### src/rtl/core/ole_pkg.sv
// ----------------------------------------------------------------------------
// ole_pkg
// Shared widths, opcodes and controller/datapath interface types for the
// ordered list engine.
// ----------------------------------------------------------------------------
package ole_pkg;

  localparam int OpW        = 3;
  localparam int PosW       = 6;
  localparam int DataW      = 32;
  localparam int OccW       = 7;
  localparam int MaxResults = 64;

  localparam logic [OpW-1:0] OP_READ     = 3'd0;
  localparam logic [OpW-1:0] OP_INS_HEAD = 3'd1;
  localparam logic [OpW-1:0] OP_INS_TAIL = 3'd2;
  localparam logic [OpW-1:0] OP_REMOVE   = 3'd3;
  localparam logic [OpW-1:0] OP_DUMP     = 3'd4;

  // Source of the data field of an emitted result
  typedef enum logic [1:0] {
    EMIT_ZERO,
    EMIT_FAIL,
    EMIT_MEM
  } emit_sel_e;

  // Memory write kinds
  typedef enum logic [1:0] {
    WR_NONE,
    WR_HEAD,
    WR_TAIL,
    WR_SHIFT
  } wr_sel_e;

  typedef struct packed {
    logic      capture;
    logic      rd_en;
    logic      rd_next;
    wr_sel_e   wr_sel;
    logic      cur_clr;
    logic      cur_inc;
    logic      cnt_inc;
    logic      cnt_dec;
    logic      emit;
    emit_sel_e emit_sel;
    logic      emit_ok;
    logic      emit_last;
  } cmd_t;

  typedef struct packed {
    logic [OpW-1:0] op;
    logic           pos_hit;
    logic           full;
    logic           empty;
    logic           shift_done;
    logic           dump_last;
    logic           out_free;
  } sts_t;

endpackage

### src/rtl/core/ordered_list_engine_core.sv
// Accept to result valid: inserts, failed operations and last-entry removal
// emit from the execute step, a read after one memory read, a remove after a
// read/write pair per later entry moved; a dump reads, then emits, each beat.
// One item in flight; the next is taken in the cycle after the last beat is
// loaded. The one-access-per-cycle memory sets the steps; output stalls add.
// Reset clears control state, head, count and result valid, not the memory.
// ----------------------------------------------------------------------------
// ordered_list_engine_core
// Bounded ordered list of signed 32-bit values: read, insert at head or
// tail, remove with gap closing, and in-order dump.
// ----------------------------------------------------------------------------
module ordered_list_engine_core #(
  parameter int CAPACITY = 64
) (
  input  logic                             clk_i,
  input  logic                             rst_ni,
  input  logic                             in_valid_i,
  output logic                             in_stall_o,
  input  logic [ole_pkg::OpW-1:0]          opcode_i,
  input  logic [ole_pkg::PosW-1:0]         position_i,
  input  logic signed [ole_pkg::DataW-1:0] data_in_i,
  output logic                             out_valid_o,
  input  logic                             out_stall_i,
  output logic                             ok_o,
  output logic signed [ole_pkg::DataW-1:0] data_out_o,
  output logic                             last_o,
  output logic [ole_pkg::OccW-1:0]         occupancy_o
);
  import ole_pkg::*;

  cmd_t cmd;
  sts_t sts;

  ole_ctrl u_ctrl (
    .clk_i      (clk_i),
    .rst_ni     (rst_ni),
    .in_valid_i (in_valid_i),
    .in_stall_o (in_stall_o),
    .sts_i      (sts),
    .cmd_o      (cmd)
  );

  ole_dpath #(
    .CAPACITY (CAPACITY)
  ) u_dpath (
    .clk_i       (clk_i),
    .rst_ni      (rst_ni),
    .opcode_i    (opcode_i),
    .position_i  (position_i),
    .data_in_i   (data_in_i),
    .cmd_i       (cmd),
    .sts_o       (sts),
    .out_valid_o (out_valid_o),
    .out_stall_i (out_stall_i),
    .ok_o        (ok_o),
    .data_out_o  (data_out_o),
    .last_o      (last_o),
    .occupancy_o (occupancy_o)
  );

  // a result beat is only loaded when the output slot can take it
  a_emit_slot_free : assert property (@(posedge clk_i) disable iff (!rst_ni)
    cmd.emit |-> sts.out_free)
    else $error("result loaded over a pending beat");

  // no insert write when the list is full
  a_no_write_full : assert property (@(posedge clk_i) disable iff (!rst_ni)
    (cmd.wr_sel == WR_HEAD || cmd.wr_sel == WR_TAIL) |-> !sts.full)
    else $error("insert written into a full list");

  // one item at a time: an accepted beat blocks the input next cycle
  a_single_item : assert property (@(posedge clk_i) disable iff (!rst_ni)
    (in_valid_i && !in_stall_o) |=> in_stall_o)
    else $error("input accepted while an item is in flight");

  // removal commit only after the gap is closed
  a_remove_commit : assert property (@(posedge clk_i) disable iff (!rst_ni)
    cmd.cnt_dec |-> (sts.pos_hit && sts.shift_done && !sts.empty))
    else $error("count dropped before shift sweep finished");

endmodule

### src/rtl/core/ole_ctrl.sv
// ----------------------------------------------------------------------------
// ole_ctrl
// Operation sequencer: decodes the captured opcode and steps the datapath
// through reads, writes, shift sweeps and dump beats.
// ----------------------------------------------------------------------------
module ole_ctrl (
  input  logic          clk_i,
  input  logic          rst_ni,
  input  logic          in_valid_i,
  output logic          in_stall_o,
  input  ole_pkg::sts_t sts_i,
  output ole_pkg::cmd_t cmd_o
);
  import ole_pkg::*;

  localparam logic [2:0] S_IDLE = 3'd0;
  localparam logic [2:0] S_EXEC = 3'd1;
  localparam logic [2:0] S_SHRD = 3'd2;
  localparam logic [2:0] S_SHWR = 3'd3;
  localparam logic [2:0] S_DRD  = 3'd4;
  localparam logic [2:0] S_EMRD = 3'd5;

  logic [2:0] state_q, state_d;
  logic       rd_last;

  always_ff @(posedge clk_i or negedge rst_ni) begin
    if (!rst_ni) begin
      state_q <= S_IDLE;
    end else begin
      state_q <= state_d;
    end
  end

  assign in_stall_o = (state_q != S_IDLE);
  assign rd_last    = (sts_i.op == OP_READ) || sts_i.dump_last;

  always_comb begin
    state_d         = state_q;
    cmd_o.capture   = 1'b0;
    cmd_o.rd_en     = 1'b0;
    cmd_o.rd_next   = 1'b0;
    cmd_o.wr_sel    = WR_NONE;
    cmd_o.cur_clr   = 1'b0;
    cmd_o.cur_inc   = 1'b0;
    cmd_o.cnt_inc   = 1'b0;
    cmd_o.cnt_dec   = 1'b0;
    cmd_o.emit      = 1'b0;
    cmd_o.emit_sel  = EMIT_ZERO;
    cmd_o.emit_ok   = 1'b0;
    cmd_o.emit_last = 1'b1;

    unique case (state_q)
      S_IDLE: begin
        if (in_valid_i) begin
          cmd_o.capture = 1'b1;
          state_d       = S_EXEC;
        end
      end
      S_EXEC: begin
        unique case (sts_i.op) inside
          OP_READ: begin
            if (sts_i.pos_hit) begin
              cmd_o.rd_en = 1'b1;
              state_d     = S_EMRD;
            end else if (sts_i.out_free) begin
              cmd_o.emit     = 1'b1;
              cmd_o.emit_sel = EMIT_FAIL;
              state_d        = S_IDLE;
            end
          end
          OP_INS_HEAD, OP_INS_TAIL: begin
            if (sts_i.out_free) begin
              cmd_o.emit = 1'b1;
              if (!sts_i.full) begin
                cmd_o.wr_sel  = (sts_i.op == OP_INS_HEAD) ? WR_HEAD : WR_TAIL;
                cmd_o.cnt_inc = 1'b1;
                cmd_o.emit_ok = 1'b1;
              end
              state_d = S_IDLE;
            end
          end
          OP_REMOVE: begin
            if (sts_i.pos_hit && !sts_i.shift_done) begin
              state_d = S_SHRD;
            end else if (sts_i.out_free) begin
              cmd_o.emit    = 1'b1;
              cmd_o.emit_ok = sts_i.pos_hit;
              cmd_o.cnt_dec = sts_i.pos_hit;
              state_d       = S_IDLE;
            end
          end
          OP_DUMP: begin
            if (!sts_i.empty) begin
              cmd_o.cur_clr = 1'b1;
              state_d       = S_DRD;
            end else if (sts_i.out_free) begin
              cmd_o.emit = 1'b1;
              state_d    = S_IDLE;
            end
          end
          default: begin
            if (sts_i.out_free) begin
              cmd_o.emit = 1'b1;
              state_d    = S_IDLE;
            end
          end
        endcase
      end
      // close the gap one entry per read/write pair
      S_SHRD: begin
        cmd_o.rd_en   = 1'b1;
        cmd_o.rd_next = 1'b1;
        state_d       = S_SHWR;
      end
      S_SHWR: begin
        cmd_o.wr_sel  = WR_SHIFT;
        cmd_o.cur_inc = 1'b1;
        state_d       = S_EXEC;
      end
      S_DRD: begin
        cmd_o.rd_en = 1'b1;
        state_d     = S_EMRD;
      end
      S_EMRD: begin
        if (sts_i.out_free) begin
          cmd_o.emit      = 1'b1;
          cmd_o.emit_sel  = EMIT_MEM;
          cmd_o.emit_ok   = 1'b1;
          cmd_o.emit_last = rd_last;
          if (rd_last) begin
            state_d = S_IDLE;
          end else begin
            cmd_o.cur_inc = 1'b1;
            state_d       = S_DRD;
          end
        end
      end
      default: begin
        state_d = S_IDLE;
      end
    endcase
  end

endmodule

### src/rtl/core/ole_dpath.sv
// ----------------------------------------------------------------------------
// ole_dpath
// List storage as a circular buffer in a single-port style memory, with head
// pointer, entry count, cursor, and the registered result beat.
// ----------------------------------------------------------------------------
module ole_dpath #(
  parameter int CAPACITY = 64
) (
  input  logic                               clk_i,
  input  logic                               rst_ni,
  input  logic [ole_pkg::OpW-1:0]            opcode_i,
  input  logic [ole_pkg::PosW-1:0]           position_i,
  input  logic signed [ole_pkg::DataW-1:0]   data_in_i,
  input  ole_pkg::cmd_t                      cmd_i,
  output ole_pkg::sts_t                      sts_o,
  output logic                               out_valid_o,
  input  logic                               out_stall_i,
  output logic                               ok_o,
  output logic signed [ole_pkg::DataW-1:0]   data_out_o,
  output logic                               last_o,
  output logic [ole_pkg::OccW-1:0]           occupancy_o
);
  import ole_pkg::*;

  localparam int AW   = (CAPACITY > 1) ? $clog2(CAPACITY) : 1;
  localparam int CW   = $clog2(CAPACITY + 1);
  localparam int LW   = (CW + 1 > OccW) ? CW + 1 : OccW;
  localparam int CMPW = (CW > PosW) ? CW : PosW;

  logic [DataW-1:0] mem_q [CAPACITY];
  logic [DataW-1:0] rdata_q;

  logic [AW-1:0]    hd_q, hd_d;
  logic [CW-1:0]    cnt_q, cnt_d;
  logic [CW-1:0]    cur_q;
  logic [OpW-1:0]   op_q;
  logic [PosW-1:0]  pos_q;
  logic [DataW-1:0] val_q;

  logic             out_valid_q;
  logic             ok_q, last_q;
  logic [DataW-1:0] data_q;
  logic [OccW-1:0]  occ_q;

  logic [LW-1:0]    cur_nx;
  logic [AW-1:0]    hd_dec;
  logic [AW-1:0]    rd_addr, wr_addr;
  logic [DataW-1:0] wr_data;
  logic             wr_en;
  logic             out_free;

  // logical index -> memory address, wrapping once past the end
  function automatic logic [AW-1:0] phys(input logic [AW-1:0] hd,
                                         input logic [CW-1:0] idx);
    logic [AW:0] sum;
    sum = {1'b0, hd} + (AW+1)'(idx);
    if (sum >= (AW+1)'(CAPACITY)) begin
      sum = sum - (AW+1)'(CAPACITY);
    end
    return sum[AW-1:0];
  endfunction

  assign cur_nx   = LW'(cur_q) + LW'(1);
  assign hd_dec   = (hd_q == '0) ? AW'(CAPACITY - 1) : hd_q - AW'(1);
  assign out_free = !out_valid_q || !out_stall_i;

  assign sts_o.op         = op_q;
  assign sts_o.pos_hit    = CMPW'(pos_q) < CMPW'(cnt_q);
  assign sts_o.full       = (cnt_q == CW'(CAPACITY));
  assign sts_o.empty      = (cnt_q == '0);
  assign sts_o.shift_done = (cur_nx >= LW'(cnt_q));
  assign sts_o.dump_last  = (cur_nx == LW'(cnt_q)) || (cur_nx == LW'(MaxResults));
  assign sts_o.out_free   = out_free;

  always_comb begin
    cnt_d = cnt_q;
    if (cmd_i.cnt_inc) begin
      cnt_d = cnt_q + CW'(1);
    end else if (cmd_i.cnt_dec) begin
      cnt_d = cnt_q - CW'(1);
    end
  end

  always_comb begin
    hd_d    = hd_q;
    wr_en   = 1'b1;
    wr_addr = phys(hd_q, cur_q);
    wr_data = rdata_q;
    unique case (cmd_i.wr_sel)
      WR_HEAD: begin
        hd_d    = hd_dec;
        wr_addr = hd_dec;
        wr_data = val_q;
      end
      WR_TAIL: begin
        wr_addr = phys(hd_q, cnt_q);
        wr_data = val_q;
      end
      WR_SHIFT: begin
        wr_addr = phys(hd_q, cur_q);
      end
      default: begin
        wr_en = 1'b0;
      end
    endcase
  end

  assign rd_addr = cmd_i.rd_next ? phys(hd_q, cur_nx[CW-1:0]) : phys(hd_q, cur_q);

  always_ff @(posedge clk_i) begin
    if (wr_en) begin
      mem_q[wr_addr] <= wr_data;
    end
  end

  always_ff @(posedge clk_i) begin
    if (cmd_i.rd_en) begin
      rdata_q <= mem_q[rd_addr];
    end
  end

  always_ff @(posedge clk_i or negedge rst_ni) begin
    if (!rst_ni) begin
      hd_q        <= '0;
      cnt_q       <= '0;
      out_valid_q <= 1'b0;
    end else begin
      hd_q  <= hd_d;
      cnt_q <= cnt_d;
      if (cmd_i.emit) begin
        out_valid_q <= 1'b1;
      end else if (!out_stall_i) begin
        out_valid_q <= 1'b0;
      end
    end
  end

  always_ff @(posedge clk_i) begin
    if (cmd_i.capture) begin
      op_q  <= opcode_i;
      pos_q <= position_i;
      val_q <= data_in_i;
      cur_q <= CW'(position_i);
    end else if (cmd_i.cur_clr) begin
      cur_q <= '0;
    end else if (cmd_i.cur_inc) begin
      cur_q <= cur_nx[CW-1:0];
    end
  end

  always_ff @(posedge clk_i) begin
    if (cmd_i.emit) begin
      ok_q   <= cmd_i.emit_ok;
      last_q <= cmd_i.emit_last;
      occ_q  <= OccW'(cnt_d);
      case (cmd_i.emit_sel)
        EMIT_MEM:  data_q <= rdata_q;
        EMIT_FAIL: data_q <= '1;
        default:   data_q <= '0;
      endcase
    end
  end

  assign out_valid_o = out_valid_q;
  assign ok_o        = ok_q;
  assign data_out_o  = data_q;
  assign last_o      = last_q;
  assign occupancy_o = occ_q;

endmodule

### config.mk
export PLATFORM = sky130hd
export DESIGN_NAME = ordered_list_engine_core
export DESIGN_NICKNAME = d
export VERILOG_FILES = /design/src/rtl/core/ole_pkg.sv /design/src/rtl/core/ordered_list_engine_core.sv /design/src/rtl/core/ole_ctrl.sv /design/src/rtl/core/ole_dpath.sv
export SDC_FILE = /design/constraint.sdc
export NUM_CORES = 2
export LEC_CHECK = 0
export BUFFER_PORTS_ARGS = -buffer_cell sky130_fd_sc_hd__buf_4
export CAP_MARGIN = 20
export CORE_AREA = 2 2 526 528
export DETAILED_ROUTE_END_ITERATION = 10
export DIE_AREA = 0 0 528 530
export GPL_TIMING_DRIVEN = 1
export MAX_ROUTING_LAYER = met4
export PLACE_DENSITY = 0.51
export SLEW_MARGIN = 20
export SYNTH_ARGS = -nofsm -noshare
export SYNTH_HDL_FRONTEND = slang
export SYNTH_SLANG_ARGS = --single-unit
### constraint.sdc
create_clock -name clk_i -period 4.65 [get_ports clk_i]
set_clock_uncertainty 0.1 [all_clocks]
set_input_delay 0 -clock clk_i [delete_from_list [all_inputs] [get_ports clk_i]]
set_output_delay 0 -clock clk_i [all_outputs]
set_load 0.02 [all_outputs]
# --- Word-level counts from Yosys, hierarchy flattened ---
# Memories as Yosys holds them, arrays and structs flattened. A register that Yosys moved wholly into a read port is not among the register bits.
# Index checks and enable logic that the tools add are counted.
classes:
  add_sub_neg: 10
  magnitude_cmp: 5
  n_eq_ne: 20
  mux: 62
  n_reduce_logical: 20
op_table:
  columns: ["cell", "count"]
  rows:
  - ["$pmux W32 S2", 1]
  - ["$mux W6", 8]
  - ["$mux W32", 1]
  - ["$mux W3", 9]
  - ["$sub A6 B1 Y6 const B", 4]
  - ["$mux W1", 23]
  - ["$add A6 B7 Y7", 3]
  - ["$ge A7 B7 Y1 const B", 3]
  - ["$pmux W3 S6", 1]
  - ["$mux W2", 8]
  - ["$mux W7", 2]
  - ["$eq A3 B2 Y1 const B", 4]
  - ["$pmux W6 S2", 1]
  - ["$eq A3 B3 Y1 const B", 3]
  - ["$pmux W3 S3", 1]
  - ["$add A7 B1 Y8 const B", 1]
  - ["$eq A8 B7 Y1", 1]
  - ["$eq A8 B7 Y1 const B", 1]
  - ["$ge A8 B7 Y1", 1]
  - ["$pmux W4 S2", 1]
  - ["$reduce_or A2 Y1", 4]
  - ["$add A7 B1 Y7 const B", 1]
  - ["$eq A7 B7 Y1 const B", 1]
  - ["$logic_not A7 Y1", 1]
  - ["19 further kinds", 33]
word_totals:
  regBits: 106
  mem_bits_rw: 2048
  word_cells: 131
  n_memories: 1
mem_list:
  columns: ["memory", "depth", "word_bits", "read_ports", "rd_clocked_by_memory_dff", "wr", "line", "rtl"]
  rows:
  - ["u_dpath.mem_q", 64, 32, 1, 1, 1, "ole_dpath.sv:30", "logic [DataW-1:0] mem_q [CAPACITY];"]

# --- Logic depth before layout (Yosys ltp) ---
logic_depth:
  depth_word: 11
  depth_mapped: 16

# --- Cells and area by module ---
# Synthesis repeated with hierarchy kept, for this count alone.
hier_totals:
  hier_cells: 6274
  area_unflattened_um2: 95237.6
modules_own_cells:
  columns: ["mod", "n_inst", "cells_each", "area_each_um2", "seq_area_each_um2"]
  rows:
  - ["ole_dpath", 1, 6202, 94737.1, 65472.8]
  - ["ole_ctrl", 1, 72, 500.5, 75.1]

# --- Worst setup path before layout ---
# Ideal clock, no wire load.
synth_timing:
  kind: "register to register"
  startpoint: "register u_dpath.cnt_q[1]"
  endpoint: "memory u_dpath.mem_q[56][0], enable pin"
  arrival_time_ns: 4.285
  setup_slack_ns: -0.156
  stages_incl_launch_ff: 12
  cell_sequence: "dfrtp_1 inv_1 ha_1 nor3b_1 a2111o_1 o21a_1 ha_1 clkbuf_1 mux2_2 o21ai_1 nand3_1 nor2_1"
synth_between:
  elab_chain_cells: 10
  word_cells_on_any_way: 17
  classes_between: "2 x add/sub; 1 x order compare; 4 x eq/ne; 9 x mux; 1 x reduce/logical"
synth_rtl:
  columns: ["element", "line", "rtl"]
  rows:
  - ["from (decl)", "ole_dpath.sv:34", "logic [CW-1:0] cnt_q, cnt_d;"]
  - ["from (signal assigned)", "ole_dpath.sv:129", "cnt_q <= cnt_d;"]
  - ["branches (longest 10 deep; another with $add A6 B7 Y7)", null, null]
  - ["to (decl)", "ole_dpath.sv:30", null]
# Several ways; the timed one is not identified.

# --- Worst setup path in the final report ---
layout_timing:
  startpoint: "register u_dpath.cur_q[0]"
  endpoint: "register u_dpath.rdata_q[5], read port of u_dpath.mem_q, data pin"
layout_between:
  elab_chain_cells: 5
  word_cells_on_any_way: 10
  classes_between: "5 x add/sub; 2 x order compare; 3 x mux"
layout_rtl:
  columns: ["element", "line", "rtl"]
  rows:
  - ["from (decl)", "ole_dpath.sv:35", "logic [CW-1:0] cur_q;"]
  - ["from (signal assigned)", "ole_dpath.sv:143", "cur_q <= CW'(position_i);"]
  - ["from (signal assigned)", "ole_dpath.sv:147", "cur_q <= cur_nx[CW-1:0];"]
  - ["$add A7 B1 Y8", "ole_dpath.sv:63", "assign cur_nx = LW'(cur_q) + LW'(1);"]
  - ["$add A6 B7 Y7", "ole_dpath.sv:56", "sum = {1'b0, hd} + (AW+1)'(idx);"]
  - ["$sub A6 B1 Y6 / $ge A7 B7 Y1 (equally long branches)", "ole_dpath.sv:58, ole_dpath.sv:57", null]
  - ["$mux W6", "ole_dpath.sv:57", "if (sum >= (AW+1)'(CAPACITY)) begin"]
  - ["$mux W6 *", "ole_dpath.sv:108", "assign rd_addr = cmd_i.rd_next ? phys(hd_q, cur_nx[CW-1:0]) : phys(hd_q, cur_q);"]
  - ["to (decl)", "ole_dpath.sv:31", "logic [DataW-1:0] rdata_q;"]
# Every way passes the cells marked *; elsewhere a longest branch is shown, timed or not.
# A chain may end at the register's enable or synchronous reset.

==> metrics.yaml <==
outcome:
  run_status: "finished clean"
timing:
  final.min_clock_period_ps: 4600
  max-slew-margin-rel: 0.260
  max_clock_freq_mhz: 217
  total_of_endpoints_with_negative_setup_slack_in_the_final_report: 0
  finalCritPeriodShare: 0.990
  rsz0062_at_grt: "no"
  final_critical_path_setup_slack_ps: 47.7
  number_of_endpoints_with_negative_hold_slack_in_the_final_report: 0
  final_max_slew_viol_count: 0
  worst_slew_pin_slew_ps: 1110
logic_synthesis:
  synth_ff_type: "edfxtp_1"
  ys_types: 69
  synth.yosys.seq_area_share: 0.686
  ys.warnings.count: 0
  synthesis.nets: 6564
  avgSynthCellArea_um2: 14.8
  synthDominantCellAreaShare: 0.681
  post-synth-top-area-cell: "edfxtp_1"
  yosysMostFrequentCell: "edfxtp_1"
  synth.top_cells.by_count: "edfxtp_1 (2168), mux2i_1 (758), a211oi_1 (571)"
  synth_edf_count: 2168
  synth_cells: 6479
  syn_area_um2: 95600
  yosys_reg_bits: 2186
  post_synth_main_area_contributors: "edfxtp_1 (68%), mux2i_1 (7.9%), a211oi_1 (4.5%)"
  synthArstFlopShare: 0.00778
place:
  post-place-cells: 10100
  finalWeightedCongestion: 0.849
  place.port_buffers: 87
  dp_slack_ps: -559
  detailedPlacementHpwl_um: 184000
floorplan:
  boundaryPins: 88
  chipWidth_um: 528
  core-area_um2: 275000
  die_height_um: 530
  rows: 193
  initial_core_util: 0.348
  fp.dieArea_um2: 280000
final_layout:
  finalNonFillerCells: 10600
  final_layout_size_suffix_gt1_frac: 0.156
  area.growth.synth_to_final_pct: 18.9
  nNetsFinal: 6936
global_routing:
  grt_max_degree: 127
  antenna_found_initial: 14
  number_of_global_route_vias_before_repair: 60800
  grt_remaining_overflow: 0
  grt.total_usage: 0.224
  grt_first_pass_wirelength_um: 443000
min_path:
  timing.hold.worst.class: "primary input to flip-flop"
  hold_path.startpoint: "in_valid_i"
setup_path:
  cp-startpoint: "u_dpath.cur_q[0]"
  cpPeakStageDelay_ps: 850
  path_class: "flip-flop to flip-flop"
  setup.worst_path.end_class: "flip-flop"
  crit_path_start_kind: "flip-flop"
  critical_path_cell_with_the_highest_stage_delay: "o211ai_1"
  critPathRequiredTime_ps: 5120
  crit_path_cell_trace: "ha_4 > inv_1 > fa_4 > or4b_4 > o22a_4 > buf_16 > buf_12 > o22ai_1 > or3_1 > o31ai_1 > o211ai_1 > nand4_1"
  critical_path_arrival_ps: 5080
  regToRegStartpoint: "u_dpath.cur_q[0]"
  cp_max_fo: 20
drt:
  postRouteAntennaNets: 0
  drtIter0Drc: 6151
  wl_per_cell_um: 29.2
  routed_wirelength_um: 311000
  routed-via-count: 62100
  drc_markers: 0
  route.detailed.vias_per_inst: 5.83
  detailedRoute.firstPassIterationCount: 6
run:
  cap_violations: 0
cts:
  ctsRootBufferMaster: "clkbuf_16"
  cts_num_sinks: 2186
  clk_path_buf_depth: 4
  clkLatencyLatePin_ps: 930
  cts_tree: "built"
  cts_made_buffers: 237
  cts.htree.levels: 4
  clk_pin_slew_ps: 60
-- cell usage in the layout, fill, tap and decap left out, types with 107 or more instances in the layout --
| cell | netlist | final |
|---|---|---|
| nand2_1 | 302 | 301 |
| mux2i_1 | 758 | 757 |
| a21oi_1 | 186 | 185 |
| o22ai_1 | 383 | 381 |
| o21ai_0 | 170 | 164 |
| edfxtp_1 | 2168 | 2168 |
| o221ai_1 | 107 | 107 |
| clkbuf_16 | 0 | 238 |
| a311oi_1 | 126 | 126 |
| buf_12 | 0 | 202 |
| nor2b_1 | 264 | 264 |
| nor2_1 | 257 | 190 |
| buf_4 | 23 | 365 |
| a211oi_1 | 571 | 570 |
-- sequential cells by signal, summed over array words and instances, names as in the netlist --
signal	count
u_dpath.op_q	3
u_dpath.last_o	1
u_dpath.pos_q	6
u_dpath.mem_q	2048
u_dpath.occupancy_o	7
u_dpath.hd_q	6
u_dpath.data_out_o	32
u_dpath.rdata_q	32
u_dpath.val_q	32
u_dpath.cnt_q	7
u_ctrl.state_q	3
u_dpath.out_valid_o	1
u_dpath.cur_q	7
u_dpath.ok_o	1
-- cell families after synthesis --
family / Yosys count / synth area share
and+or+nand+nor: 1089 / 0.0558
DFF: 2186 / 0.686
AOI/OAI and AO/OA: 1729 / 0.126
adders and majority gates: 40 / 0.00547
xor gates and xnor gates: 29 / 0.00274
buffers and inverters: 548 / 0.0251
muxes: 858 / 0.0986
-- final timing paths --
| check | to | slack (ps) | cells past startpoint |
|---|---|---|---|
| min in group asynchronous | u_dpath.cnt_q[6] | 290 | 3 |
| worst max register to register | u_dpath.rdata_q[5] | 50 | 12 |
| worst max-delay path | u_dpath.rdata_q[5] | 50 | 12 |
| worst min-delay path | u_ctrl.state_q[0] | 110 | 6 |
| max in group asynchronous | u_dpath.hd_q[0] | 3550 | 3 |
| worst min register to register | u_dpath.cnt_q[6] | 460 | 1 |
-- routing by layer --
metal,GRT usage,vias up,part of all wire
met5,-,-,0
met4,0.0571,0,0.030
met3,0.0278,382,0.061
met2,0.357,2222,0.47
met1,0.302,32500,0.44
li1,-,27000,-
-- metrics by stage --
stage,TNS [ps],hold WS [ps],area [um^2],utilization
6_report,0,112,114000,0.413
4_1_cts,-67.6,46.7,113000,0.413
3_5_place_dp,-10430,-195,105000,0.382
3_3_place_gp,-9700,-197,105000,0.382
2_1_floorplan,-249480,-396,95600,-
5_1_grt,0,127,114000,0.413
-- what timing repair did --
action	CTS	global route
gates resized for setup	20	5
hold buffers	87	0
endpoints found under the setup margin	94	52
gates cloned	2	0
endpoints found under the hold margin	159	0
pin swaps	16	8
setup buffers	16	5
-- layout make-up --
cell class              instances  area [um^2]
multi-input cells            3745        28300
clock inverters               132         1210
fillers                     24800       161000
well taps                    3607         4510
inverters                      22         82.6
flip-flops and latches       2186        65500
repair buffers                659         7770
diodes                         16         40.0
clock buffers                 282         6120
-- worst max-delay path, delay by kind of cell (launching register included) --
kind            cells  cell delay, ps
buf+inv             3             420
fa+ha+maj           2             950
compound gates      4            1360
simple gates        3             960
flops               1             470
Power is not shown: default switching activity piles up to over one toggle a cycle in this logic, so the estimate is an artifact.
